**config.mk**
```make
export PLATFORM = sky130hd
export DESIGN_NAME = chebyshev_clenshaw_evaluator_top
export DESIGN_NICKNAME = d
export VERILOG_FILES = /design/src/cce_pkg.sv /design/src/cce_coeff_store.sv /design/src/cce_step_unit.sv /design/src/cce_seq.sv /design/src/chebyshev_clenshaw_evaluator_top.sv
export SDC_FILE = /design/constraint.sdc
export NUM_CORES = 2
export LEC_CHECK = 0
export CORE_AREA = 2 2 250 252
export CTS_BUF_LIST = sky130_fd_sc_hd__clkbuf_8
export DETAILED_ROUTE_END_ITERATION = 12
export DIE_AREA = 0 0 252 254
export DONT_BUFFER_PORTS = 1
export GPL_TIMING_DRIVEN = 0
export PLACE_DENSITY = 0.8
export SETUP_SLACK_MARGIN = 0.02
export SYNTH_ARGS = -nofsm -noshare
export SYNTH_HDL_FRONTEND = slang
export SYNTH_SLANG_ARGS = --single-unit
```
**constraint.sdc**
```tcl
create_clock -name aclk -period 16.8 [get_ports aclk]
set_input_delay 2.52 -clock aclk [delete_from_list [all_inputs] [get_ports aclk]]
set_output_delay 2.52 -clock aclk [all_outputs]
set_load 0.005 [all_outputs]
```
**src/cce_pkg.sv**
```systemverilog
`default_nettype none
// ----------------------------------------------------------------------------
// cce_pkg: shared definitions of the Chebyshev series evaluator
// Field widths, fixed-point constants, sequencer states and the control
// bundle between the sequencer and the arithmetic unit.
// ----------------------------------------------------------------------------
package cce_pkg;

    // default number of coefficient store entries
    localparam int MAX_TERMS_DEF = 16;

    // field widths
    localparam int KIND_W  = 1;
    localparam int INDEX_W = 4;
    localparam int COEFF_W = 18;
    localparam int POINT_W = 16;
    localparam int DEG_W   = 4;
    localparam int ACC_W   = 32;

    // fixed point: point is Q1.14, products drop 14 fraction bits
    localparam int FRAC_BITS = 14;

    // product of point and accumulator
    localparam int PROD_W = POINT_W + ACC_W;
    // exact width of one recurrence sum before saturation
    localparam int SUM_W  = ACC_W + 5;

    // accumulator limits
    localparam logic signed [ACC_W-1:0] ACC_MAX = 32'sh7FFF_FFFF;
    localparam logic signed [ACC_W-1:0] ACC_MIN = 32'sh8000_0000;

    // request kinds
    localparam logic [KIND_W-1:0] KIND_LOAD = 1'b0;
    localparam logic [KIND_W-1:0] KIND_EVAL = 1'b1;

    // sequencer states
    typedef enum logic [1:0] {
        ST_IDLE,
        ST_MUL,
        ST_ACC
    } seq_state_t;

    // controls from the sequencer to the arithmetic unit
    typedef struct packed {
        logic start;   // latch point, clear accumulators and flag
        logic mul;     // register point times b1
        logic acc;     // shift, add, saturate, shift b1 into b2
        logic last;    // final step: shift by 14 and write the result
    } step_ctrl_t;

endpackage
`default_nettype wire

```
**src/cce_coeff_store.sv**
```systemverilog
`default_nettype none
// ----------------------------------------------------------------------------
// cce_coeff_store: coefficient store
// One write port for coefficient loads, one registered read port for the
// recurrence. Per-entry valid bits make every entry read as zero after reset.
// ----------------------------------------------------------------------------
module cce_coeff_store #(
    parameter int MAX_TERMS = cce_pkg::MAX_TERMS_DEF
) (
    input  wire logic                                aclk,
    input  wire logic                                aresetn,
    input  wire logic                                wr_en,
    input  wire logic [cce_pkg::INDEX_W-1:0]         wr_index,
    input  wire logic signed [cce_pkg::COEFF_W-1:0]  wr_data,
    input  wire logic                                rd_en,
    input  wire logic [((MAX_TERMS > 1) ? $clog2(MAX_TERMS) : 1)-1:0] rd_addr,
    output logic signed [cce_pkg::COEFF_W-1:0]       rd_data
);

    localparam int AW = (MAX_TERMS > 1) ? $clog2(MAX_TERMS) : 1;
    localparam int XW = (AW > cce_pkg::INDEX_W) ? AW : cce_pkg::INDEX_W;

    logic signed [cce_pkg::COEFF_W-1:0] mem [MAX_TERMS];
    logic [MAX_TERMS-1:0]               vld_reg;
    logic [MAX_TERMS-1:0]               vld_next;
    logic signed [cce_pkg::COEFF_W-1:0] rd_data_reg;

    logic [XW-1:0] idx_ext;
    logic          idx_in_range;
    logic [AW-1:0] wr_addr;

    // index range check, writes beyond the store are dropped
    always_comb begin
        idx_ext      = XW'(wr_index);
        idx_in_range = ({1'b0, idx_ext} < (XW+1)'(MAX_TERMS));
        wr_addr      = idx_ext[AW-1:0];
    end

    // valid bits
    always_comb begin
        vld_next = vld_reg;
        if (wr_en && idx_in_range) begin
            vld_next[wr_addr] = 1'b1;
        end
    end

    always_ff @(posedge aclk) begin
        if (!aresetn) begin
            vld_reg <= '0;
        end else begin
            vld_reg <= vld_next;
        end
    end

    // storage array and registered read
    always_ff @(posedge aclk) begin
        if (wr_en && idx_in_range) begin
            mem[wr_addr] <= wr_data;
        end
        if (rd_en) begin
            rd_data_reg <= vld_reg[rd_addr] ? mem[rd_addr] : '0;
        end
    end

    assign rd_data = rd_data_reg;

endmodule
`default_nettype wire

```
**src/cce_step_unit.sv**
```systemverilog
`default_nettype none
// ----------------------------------------------------------------------------
// cce_step_unit: shared Clenshaw step datapath
// One signed multiplier for point times b1, registered, then a floor shift,
// the add of c_k minus b2 and saturation to 32 bits. Holds b1, b2, the
// saturation flag and the result register.
// ----------------------------------------------------------------------------
module cce_step_unit (
    input  wire logic                                aclk,
    input  wire cce_pkg::step_ctrl_t                 ctrl,
    input  wire logic signed [cce_pkg::POINT_W-1:0]  point,
    input  wire logic signed [cce_pkg::COEFF_W-1:0]  coeff,
    output logic signed [cce_pkg::ACC_W-1:0]         res_value,
    output logic                                     res_saturated
);

    localparam int PW = cce_pkg::PROD_W;
    localparam int SW = cce_pkg::SUM_W;

    logic signed [cce_pkg::POINT_W-1:0] t_reg;
    logic signed [cce_pkg::ACC_W-1:0]   b1_reg;
    logic signed [cce_pkg::ACC_W-1:0]   b2_reg;
    logic signed [PW-1:0]               prod_reg;
    logic                               flag_reg;
    logic signed [cce_pkg::ACC_W-1:0]   res_value_reg;
    logic                               res_sat_reg;

    logic signed [PW-1:0]               prod_next;
    logic signed [PW-1:0]               shifted;
    logic signed [SW-1:0]               sum;
    logic signed [cce_pkg::ACC_W-1:0]   sum_sat;
    logic                               clip;

    // shared multiplier
    assign prod_next = PW'(t_reg) * PW'(b1_reg);

    // floor shift: doubled product in middle steps, plain product at the end
    always_comb begin
        if (ctrl.last) begin
            shifted = prod_reg >>> cce_pkg::FRAC_BITS;
        end else begin
            shifted = prod_reg >>> (cce_pkg::FRAC_BITS - 1);
        end
        sum = SW'(shifted) - SW'(b2_reg) + SW'(coeff);
    end

    // saturate to the accumulator range
    always_comb begin
        clip    = 1'b0;
        sum_sat = sum[cce_pkg::ACC_W-1:0];
        if (sum > SW'(cce_pkg::ACC_MAX)) begin
            clip    = 1'b1;
            sum_sat = cce_pkg::ACC_MAX;
        end else if (sum < SW'(cce_pkg::ACC_MIN)) begin
            clip    = 1'b1;
            sum_sat = cce_pkg::ACC_MIN;
        end
    end

    // datapath registers
    always_ff @(posedge aclk) begin
        if (ctrl.start) begin
            t_reg    <= point;
            b1_reg   <= '0;
            b2_reg   <= '0;
            flag_reg <= 1'b0;
        end else if (ctrl.acc) begin
            b2_reg   <= b1_reg;
            b1_reg   <= sum_sat;
            flag_reg <= flag_reg | clip;
        end
        if (ctrl.mul) begin
            prod_reg <= prod_next;
        end
        if (ctrl.acc && ctrl.last) begin
            res_value_reg <= sum_sat;
            res_sat_reg   <= flag_reg | clip;
        end
    end

    assign res_value     = res_value_reg;
    assign res_saturated = res_sat_reg;

endmodule
`default_nettype wire

```
**src/cce_seq.sv**
```systemverilog
`default_nettype none
// ----------------------------------------------------------------------------
// cce_seq: evaluator sequencer
// Takes requests, holds the degree register, counts k from the effective
// degree down to zero, drives store reads and the step unit, and owns the
// result valid flag.
// ----------------------------------------------------------------------------
module cce_seq #(
    parameter int MAX_TERMS = cce_pkg::MAX_TERMS_DEF
) (
    input  wire logic                         aclk,
    input  wire logic                         aresetn,
    input  wire logic                         cfg_valid,
    output logic                              cfg_ready,
    input  wire logic [cce_pkg::DEG_W-1:0]    cfg_data,
    input  wire logic                         s_valid,
    output logic                              s_ready,
    input  wire logic [cce_pkg::KIND_W-1:0]   s_kind,
    output logic                              m_valid,
    input  wire logic                         m_ready,
    output logic                              ld_en,
    output logic                              rd_en,
    output logic [((MAX_TERMS > 1) ? $clog2(MAX_TERMS) : 1)-1:0] rd_addr,
    output cce_pkg::step_ctrl_t               ctrl
);

    localparam int AW = (MAX_TERMS > 1) ? $clog2(MAX_TERMS) : 1;
    localparam int XW = (AW > cce_pkg::DEG_W) ? AW : cce_pkg::DEG_W;

    cce_pkg::seq_state_t          state_reg;
    cce_pkg::seq_state_t          state_next;
    logic [AW-1:0]                k_reg;
    logic [AW-1:0]                k_next;
    logic [cce_pkg::DEG_W-1:0]    degree_reg;
    logic [cce_pkg::DEG_W-1:0]    degree_next;
    logic                         m_valid_reg;
    logic                         m_valid_next;

    logic [XW-1:0]                deg_ext;
    logic [XW-1:0]                top_ext;
    logic                         out_free;

    // degree register, the user writes it only while idle; the block itself does not enforce it
    assign cfg_ready = 1'b1;

    always_comb begin
        degree_next = degree_reg;
        if (cfg_valid) begin
            degree_next = cfg_data;
        end
    end

    // effective degree clipped to the store size
    always_comb begin
        deg_ext = XW'(degree_reg);
        top_ext = deg_ext;
        if (deg_ext > XW'(MAX_TERMS - 1)) begin
            top_ext = XW'(MAX_TERMS - 1);
        end
    end

    assign out_free = !m_valid_reg || m_ready;

    // next state and outputs
    always_comb begin
        state_next   = state_reg;
        k_next       = k_reg;
        m_valid_next = m_valid_reg && !m_ready;
        s_ready      = 1'b0;
        ld_en        = 1'b0;
        rd_en        = 1'b0;
        rd_addr      = k_reg;
        ctrl         = '0;
        case (state_reg)
            cce_pkg::ST_IDLE: begin
                s_ready = 1'b1;
                if (s_valid) begin
                    if (s_kind == cce_pkg::KIND_EVAL) begin
                        ctrl.start = 1'b1;
                        rd_en      = 1'b1;
                        rd_addr    = top_ext[AW-1:0];
                        k_next     = top_ext[AW-1:0];
                        state_next = cce_pkg::ST_MUL;
                    end else begin
                        ld_en = 1'b1;
                    end
                end
            end
            cce_pkg::ST_MUL: begin
                ctrl.mul   = 1'b1;
                state_next = cce_pkg::ST_ACC;
            end
            cce_pkg::ST_ACC: begin
                ctrl.last = (k_reg == '0);
                if (k_reg != '0) begin
                    // middle step, fetch the next lower coefficient
                    ctrl.acc   = 1'b1;
                    rd_en      = 1'b1;
                    rd_addr    = k_reg - 1'b1;
                    k_next     = k_reg - 1'b1;
                    state_next = cce_pkg::ST_MUL;
                end else if (out_free) begin
                    // final step lands in the result register
                    ctrl.acc     = 1'b1;
                    m_valid_next = 1'b1;
                    state_next   = cce_pkg::ST_IDLE;
                end
            end
            default: begin
                state_next = cce_pkg::ST_IDLE;
            end
        endcase
    end

    // control registers
    always_ff @(posedge aclk) begin
        if (!aresetn) begin
            state_reg   <= cce_pkg::ST_IDLE;
            k_reg       <= '0;
            degree_reg  <= '0;
            m_valid_reg <= 1'b0;
        end else begin
            state_reg   <= state_next;
            k_reg       <= k_next;
            degree_reg  <= degree_next;
            m_valid_reg <= m_valid_next;
        end
    end

    assign m_valid = m_valid_reg;

endmodule
`default_nettype wire

```
**src/chebyshev_clenshaw_evaluator_top.sv**
```systemverilog
`default_nettype none
// ----------------------------------------------------------------------------
// chebyshev_clenshaw_evaluator_top: Chebyshev series evaluator
// Evaluates sum c_k * T_k(t) with the Clenshaw recurrence in fixed point.
// ----------------------------------------------------------------------------
// A load request (kind 0) writes one Q3.14 coefficient into the store;
// indexes at or beyond MAX_TERMS are dropped, and all entries read as zero
// after reset. An evaluate request (kind 1) runs the recurrence from the
// effective degree min(degree, MAX_TERMS-1) down to zero and returns one
// Q17.14 value with a saturation flag. Each recurrence step runs on the one
// shared multiplier, a product register in ST_MUL, then shift, add and
// saturate in ST_ACC, and s_ready stays low until the evaluate is done. The
// result sits in an output register, so the next request is taken while it
// waits; the user writes the degree register through the cfg channel only
// while the block is idle, and the block itself does not enforce it.
module chebyshev_clenshaw_evaluator_top #(
    parameter int MAX_TERMS = cce_pkg::MAX_TERMS_DEF
) (
    input  wire logic                                aclk,
    input  wire logic                                aresetn,
    // degree register write channel
    input  wire logic                                cfg_valid,
    output logic                                     cfg_ready,
    input  wire logic [cce_pkg::DEG_W-1:0]           cfg_data,
    // request channel
    input  wire logic                                s_valid,
    output logic                                     s_ready,
    input  wire logic [cce_pkg::KIND_W-1:0]          s_kind,
    input  wire logic [cce_pkg::INDEX_W-1:0]         s_coeff_index,
    input  wire logic signed [cce_pkg::COEFF_W-1:0]  s_coeff_value,
    input  wire logic signed [cce_pkg::POINT_W-1:0]  s_point,
    // result channel
    output logic                                     m_valid,
    input  wire logic                                m_ready,
    output logic signed [cce_pkg::ACC_W-1:0]         m_value,
    output logic                                     m_saturated
);

    localparam int AW = (MAX_TERMS > 1) ? $clog2(MAX_TERMS) : 1;

    logic                               ld_en;
    logic                               rd_en;
    logic [AW-1:0]                      rd_addr;
    logic signed [cce_pkg::COEFF_W-1:0] rd_data;
    cce_pkg::step_ctrl_t                ctrl;

    // sequencer
    cce_seq #(
        .MAX_TERMS (MAX_TERMS)
    ) u_seq (
        .aclk      (aclk),
        .aresetn   (aresetn),
        .cfg_valid (cfg_valid),
        .cfg_ready (cfg_ready),
        .cfg_data  (cfg_data),
        .s_valid   (s_valid),
        .s_ready   (s_ready),
        .s_kind    (s_kind),
        .m_valid   (m_valid),
        .m_ready   (m_ready),
        .ld_en     (ld_en),
        .rd_en     (rd_en),
        .rd_addr   (rd_addr),
        .ctrl      (ctrl)
    );

    // coefficient store
    cce_coeff_store #(
        .MAX_TERMS (MAX_TERMS)
    ) u_store (
        .aclk     (aclk),
        .aresetn  (aresetn),
        .wr_en    (ld_en),
        .wr_index (s_coeff_index),
        .wr_data  (s_coeff_value),
        .rd_en    (rd_en),
        .rd_addr  (rd_addr),
        .rd_data  (rd_data)
    );

    // shared arithmetic
    cce_step_unit u_step (
        .aclk          (aclk),
        .ctrl          (ctrl),
        .point         (s_point),
        .coeff         (rd_data),
        .res_value     (m_value),
        .res_saturated (m_saturated)
    );

endmodule
`default_nettype wire

```
Yosys cells after proc, flatten, opt, wreduce, memory -nomap -nowiden

Memories as Yosys holds them, arrays and structs flattened. A register that Yosys moved wholly into a read port is not among the register bits.
Index checks and enable logic that the tools add are counted.
W data, S select, Z words.

$add $sub $neg: 3
$mul: 1
Div/mod/pow operators: 0
Order comparisons: 6
Equal/unequal tests: 5
Shift-type cells: 0
Multiplexer cells: 37
Bitwise gates (word level): 2
Reduce and logical (&&, ||, !) cells: 11

Operators by type and width:

| operator               | count |
|---|---|
| $mux W32               | 2 |
| $mul A16 B32 Y48       | 1 |
| $add A37 B18 Y37       | 1 |
| $gt A37 B32 Y1 const B | 1 |
| $lt A37 B32 Y1 const B | 1 |
| $sub A35 B32 Y36       | 1 |
| $mux W34               | 1 |
| $mux W1                | 20 |
| $mux W4                | 4 |
| $or A16 B16 Y16        | 1 |
| $lt A4 B5 Y1 const B   | 2 |
| $mux W2                | 5 |
| $pmux W4 S2            | 1 |
| $pmux W2 S3            | 1 |
| $bmux W1 S4            | 1 |
| $demux W1 S4           | 1 |
| $ge A4 B1 Y1 const B   | 1 |
| $gt A4 B4 Y1 const B   | 1 |
| $logic_not A4 Y1       | 1 |
| $ne A2 B2 Y1 const B   | 2 |
| $reduce_bool A4 Y1     | 1 |
| $sub A4 B1 Y4 const B  | 1 |
| $logic_and A1 B1 Y1    | 3 |
| $logic_not A1 Y1       | 3 |
| 8 further kinds        | 8 |

Register bits after elaboration: 189
Bits in latches: 0
RAM bits: 288
ROM bits: 0
Output and inout bits: 36
Word-level logic and storage cells: 78
Memories kept: 1

Memory list:

| name        | depth | bits a word | read ports | clocked after Yosys merged registers in | wr ports | RTL line              | text |
|---|---|---|---|---|---|---|---|
| u_store.mem | 16    | 18          | 1          | 1                                       | 1        | cce_coeff_store.sv:23 | `logic signed [cce_pkg::COEFF_W-1:0] mem [MAX_TERMS];` |

Longest topological paths before layout

Word-level depth: 12
Gate-level depth with buffers: 34
Gate-level depth less buffers: 31

By module

From an unflattened synthesis, not the netlist that was laid out.

Cell total of the unflattened synthesis: 3388
Area, all modules: 38618.3 um^2

By module, submodules not included:

| module          | instances | cells an instance | area an instance (um^2) | seq. area each (um^2) |
|---|---|---|---|---|
| cce_step_unit   | 1         | 2793              | 25954.9                 | 3823.7 |
| cce_coeff_store | 1         | 525               | 12052.8                 | 9509.1 |
| cce_seq         | 1         | 70                | 610.6                   | 220.2 |

Worst setup path before layout

Ideal clock, no wire load.

Kind: register to register
Start point: register u_seq.k_reg[0]
End point: register u_step.b1_reg[23] (netlist name)
Setup time: 88 ps
Arrival: 6913 ps
Required time: 16712 ps
Setup slack: 9799 ps
Stages on the path, launching flop included: 34
Clock period less this slack: 7001 ps
Path through: dfxtp_1 inv_1 ha_1 nor2b_1 nor2b_1 nand2_1 clkbuf_1 mux2_2 ha_1 nor2b_1 o2111ai_1 nand3_1 a221o_1 a221oi_1 o211ai_1 a21oi_1 o21bai_1 a21oi_1 xnor2_1 ha_1 clkbuf_1 a21o_1 a21o_1 a21o_1 o21a_1 o21ai_1 o311ai_4 a31oi_1 xor2_1 or4_1 a21o_1 buf_6 buf_6 a311oi_2

Longest elaborated chain between the ends: 8

RTL lines:

| item                     | RTL line            | text |
|---|---|---|
| start: declaration       | cce_seq.sv:32       | `logic [AW-1:0] k_reg;` |
| start signal: assignment | cce_seq.sv:124      | `k_reg <= k_next;` |
| $logic_not A4 Y1         | cce_seq.sv:94       | `ctrl.last = (k_reg == '0);` |
| $mux W2 (*)              | cce_seq.sv:74       | `case (state_reg)` |
| $mux W34                 | cce_step_unit.sv:39 | `if (ctrl.last) begin` |
| $sub A35 B32 Y36         | cce_step_unit.sv:44 | `sum = SW'(shifted) - SW'(b2_reg) + SW'(coeff);` |
| $add A37 B18 Y37         | cce_step_unit.sv:44 |  |
| $lt A37 B32 Y1           | cce_step_unit.sv:54 | `end else if (sum < SW'(cce_pkg::ACC_MIN)) begin` |
| $mux W32                 | cce_step_unit.sv:54 |  |
| $mux W32                 | cce_step_unit.sv:51 | `if (sum > SW'(cce_pkg::ACC_MAX)) begin` |
| end signal: assignment   | cce_step_unit.sv:69 | `b1_reg <= sum_sat;` |
| end: declaration         | cce_step_unit.sv:21 | `logic signed [cce_pkg::ACC_W-1:0] b1_reg;` |

Mark *: on every way between the ends. The rest lies on a longest branch, timed or not.
A chain may end at the register's enable or synchronous reset.

Worst setup path after layout

Start point: register u_seq.k_reg[0]
End point: register u_step.res_value_reg, in the netlist u_step.res_value[3], data pin

Longest elaborated chain between the ends: 8

RTL lines:

| item                        | RTL line            | text |
|---|---|---|
| $logic_not A4 Y1 (*)        | cce_seq.sv:94       |  |
| $mux W2 (*)                 | cce_seq.sv:74       |  |
| $mux W34 (*)                | cce_step_unit.sv:39 |  |
| $sub A35 B32 Y36 (*)        | cce_step_unit.sv:44 |  |
| $add A37 B18 Y37 (*)        | cce_step_unit.sv:44 |  |
| $lt A37 B32 Y1              | cce_step_unit.sv:54 |  |
| $mux W32                    | cce_step_unit.sv:54 |  |
| $mux W32 (*)                | cce_step_unit.sv:51 |  |
| via u_step.sum_sat, one bit | cce_step_unit.sv:31 | `logic signed [cce_pkg::ACC_W-1:0] sum_sat;` |
| end signal: assignment      | cce_step_unit.sv:76 | `res_value_reg <= sum_sat;` |
| end: declaration            | cce_step_unit.sv:25 | `logic signed [cce_pkg::ACC_W-1:0] res_value_reg;` |

Mark *: on every way through the listed nets, which the timed path passes. The rest lies on a longest branch.

==> results.json <==
{
  "hold_path.class": "register to register",
  "routedWlPerCell_um": 21.6,
  "worstSetupPathType": "register to register",
  "worst_slew_pin_slew_ns": 1.09,
  "rows": 91,
  "p_leak_nw": 16.9,
  "grt_pass1_vias": 29700,
  "ys_types": 79,
  "whs_ns": 0.451,
  "layoutNonFillerInstCount": 4844,
  "post-route-period-util_pct": 55.0,
  "io_buffer_count": 0,
  "cts_buffers": 81,
  "synthCells": 3887,
  "largest_register_ffs": 288,
  "cts_resized": 0,
  "fmax_mhz": 108,
  "vdd_drop_max_mv": 0.142,
  "first_iter_violations": 2687,
  "vias_per_cell": 5.94,
  "critical_path.max_stage_delay_ns": 0.82,
  "synth-seq-cells": 482,
  "gr-usage-all-layers_pct": 33.6,
  "finalMaxSlewViolations": 0,
  "final_core_util_pct": 69.2,
  "grt_max_degree": 34,
  "ant_nets": 0,
  "fin_nets": 4709,
  "synth_edf_count": 390,
  "clk_path_buf_depth": 3,
  "endpoint_kind": "register",
  "cts_hold_buf": 0,
  "die_w_um": 252,
  "rsz0062_at_grt": "false",
  "num_io_pins": 84,
  "route.detailed.drc": 0,
  "die_y_um": 254,
  "crit_slowest_cell": "clkbuf_1",
  "seq_area_frac_synth_pct": 34.4,
  "dr.pass1.iters": 6,
  "antenna_found_initial": 2,
  "post_cts_buffers": 0,
  "routed_wl_um": 105000,
  "area_delta_synth_final_pct": 7.51,
  "finish.instance_area_sq_um": 42400,
  "critPathMaxFanout": 10,
  "synth_nets": 4608,
  "startpoint_type": "register",
  "crit_required_ns": 17.15,
  "min_period_ns": 9.24,
  "cpMostUsedCell": "o21ai_0",
  "clk_pin_slew_ns": 0.06,
  "dp_cells": 4695,
  "synthFlopType": "edfxtp_1",
  "die_area_sq_um": 64000,
  "synth.cell_area_sq_um": 39400,
  "status": "finished, final reports clean",
  "power_density_nw_per_um2": 223,
  "place_congestion": 0.956,
  "hpwl_um": 80500,
  "drive_above_1_share_pct": 5.38,
  "yosys_warnings": 0,
  "worstPathArrival_ns": 9.59,
  "cts.sinks": 482,
  "setup_tns_ns": 0,
  "cap_violations": 0,
  "initial_core_util_pct": 64.4,
  "finClkSkew_ns": 0.0528,
  "async_reset_ff_share_pct": 0,
  "overflow": 0,
  "grt_pass1_wl_um": 163000,
  "clk_latency_ns": 0.69,
  "placement.cell_area_sq_um": 40800,
  "hold_viol": 0,
  "num_vias": 28800,
  "cts_tree": "built",
  "htreeDepth": 3,
  "syn_area_per_cell_sq_um": 10.1,
  "coreArea_sq_um": 61300,
  "setup_viol": 0,
  "cts_root_buffer": "clkbuf_8",
  "slew_headroom_pct": 26.6
}
per-stage QoR:
step	power, mW	setup WS, ns
2_1_floorplan	6.57	9.80
3_3_place_gp	8.10	7.89
3_5_place_dp	8.19	7.71
4_1_cts	9.39	7.68
5_1_grt	10.3	7.27
6_report	9.45	7.56
worst paths after layout:
check               startpoint                  end  slack [ns]  depth (start not counted)
max             u_seq.k_reg[0]  u_step.res_value[3]        7.56                         32
min          u_step.b2_reg[22]    u_step.b2_reg[22]        0.45                          2
max reg2reg     u_seq.k_reg[0]  u_step.res_value[3]        7.56                         32
min reg2reg  u_step.b2_reg[22]    u_step.b2_reg[22]        0.45                          2
cell families after synthesis:
kind of cell	after synthesis	synth area share, %
multiplexers	41	1.15
other	1	0.00951
flip-flops	482	34.4
AND/OR/NAND/NOR	1345	15.7
AO/OA/AOI/OAI	464	8.36
adder cells (fa/ha/maj)	673	30.6
buffers and inverters	775	7.45
XOR/XNOR	106	2.35
cell type report:
type,count,area [sq um]
buffer,218,848
clock inverter,66,495
inverter,557,2090
fill,4550,18900
multi-input combinational,2630,23000
antenna,1,2.50
clock buffer,82,1130
timing repair buffer,18,278
tap,790,988
sequential,482,13600
power breakdown:
part	total (mW)	internal, mW	switching, mW
logic	6.70	2.73	3.97
clock network	1.06	0.570	0.494
registers	1.69	1.64	0.0552
total	9.45	4.94	4.52
cell usage after synthesis, types with 4 or more instances:
cell type	count	area [sq um]
nand2_1	740	2780
inv_1	555	2080
fa_1	487	9750
edfxtp_1	390	11700
clkbuf_1	198	743
ha_1	186	2330
and2_1	179	1120
a21oi_1	117	586
nor2_1	117	439
nand3_1	104	521
a311oi_1	96	841
dfxtp_1	92	1840
xnor2_1	73	639
o21ai_0	72	360
and3_1	50	313
a21o_1	46	345
nand2b_1	45	282
mux2_2	33	372
xor2_1	33	289
nor2b_1	32	200
o21a_1	31	233
nor3b_1	22	165
nor3_1	16	80.1
nand4_1	14	87.6
a31oi_1	11	68.8
a311oi_2	10	150
o21bai_1	10	75.1
buf_1	9	33.8
buf_2	8	40.0
mux2i_1	8	80.1
o211ai_1	8	60.1
a21boi_0	5	37.5
a221oi_1	4	35.0
a31o_2	4	35.0
nor4_1	4	25.0
o2111ai_1	4	35.0
o21ai_1	4	20.0
or2_2	4	25.0
or3_1	4	25.0
cell usage in the layout, fill, tap and decap left out, types with 10 or more instances in the layout:
master | netlist | layout
a21o_1 | 46 | 46
o21a_1 | 31 | 31
nand2_1 | 740 | 740
edfxtp_1 | 390 | 390
mux2_2 | 33 | 33
and3_1 | 50 | 50
inv_1 | 555 | 582
fa_1 | 487 | 487
nor2b_1 | 32 | 31
and2_1 | 179 | 179
nand3_1 | 104 | 104
o21ai_0 | 72 | 72
a21oi_1 | 117 | 117
a311oi_1 | 96 | 96
o21bai_1 | 10 | 10
ha_1 | 186 | 186
a311oi_2 | 10 | 10
nor3_1 | 16 | 12
nand4_1 | 14 | 14
clkbuf_1 | 198 | 197
xnor2_1 | 73 | 73
dfxtp_1 | 92 | 92
nor3b_1 | 22 | 22
a31oi_1 | 11 | 11
nor2_2 | 0 | 12
nand2b_1 | 45 | 45
clkbuf_8 | 0 | 82
buf_8 | 0 | 11
nor2_1 | 117 | 104
xor2_1 | 33 | 33
clkinv_1 | 1 | 17
worst max-delay path: cells and delay by family (launching register included):
kind / cells / cell delay [ns]
buffers and inverters: 3 / 1.45
adder cells (fa/ha/maj): 3 / 0.81
XOR/XNOR: 2 / 0.52
AND/OR/NAND/NOR: 9 / 2.18
AO/OA/AOI/OAI: 14 / 3.23
multiplexers: 1 / 0.36
flip-flops: 1 / 0.37
per-layer routing:
metal / GRT usage, % / share of wire [%] / vias to the layer above
met5: 0 / 0 / -
met2: 57.9 / 49 / 1444
met3: 6.80 / 9.0 / 331
met4: 17.1 / 5.7 / 0
met1: 40.1 / 36 / 14100
li1: - / - / 12900
(Power assumes the default switching activity.)
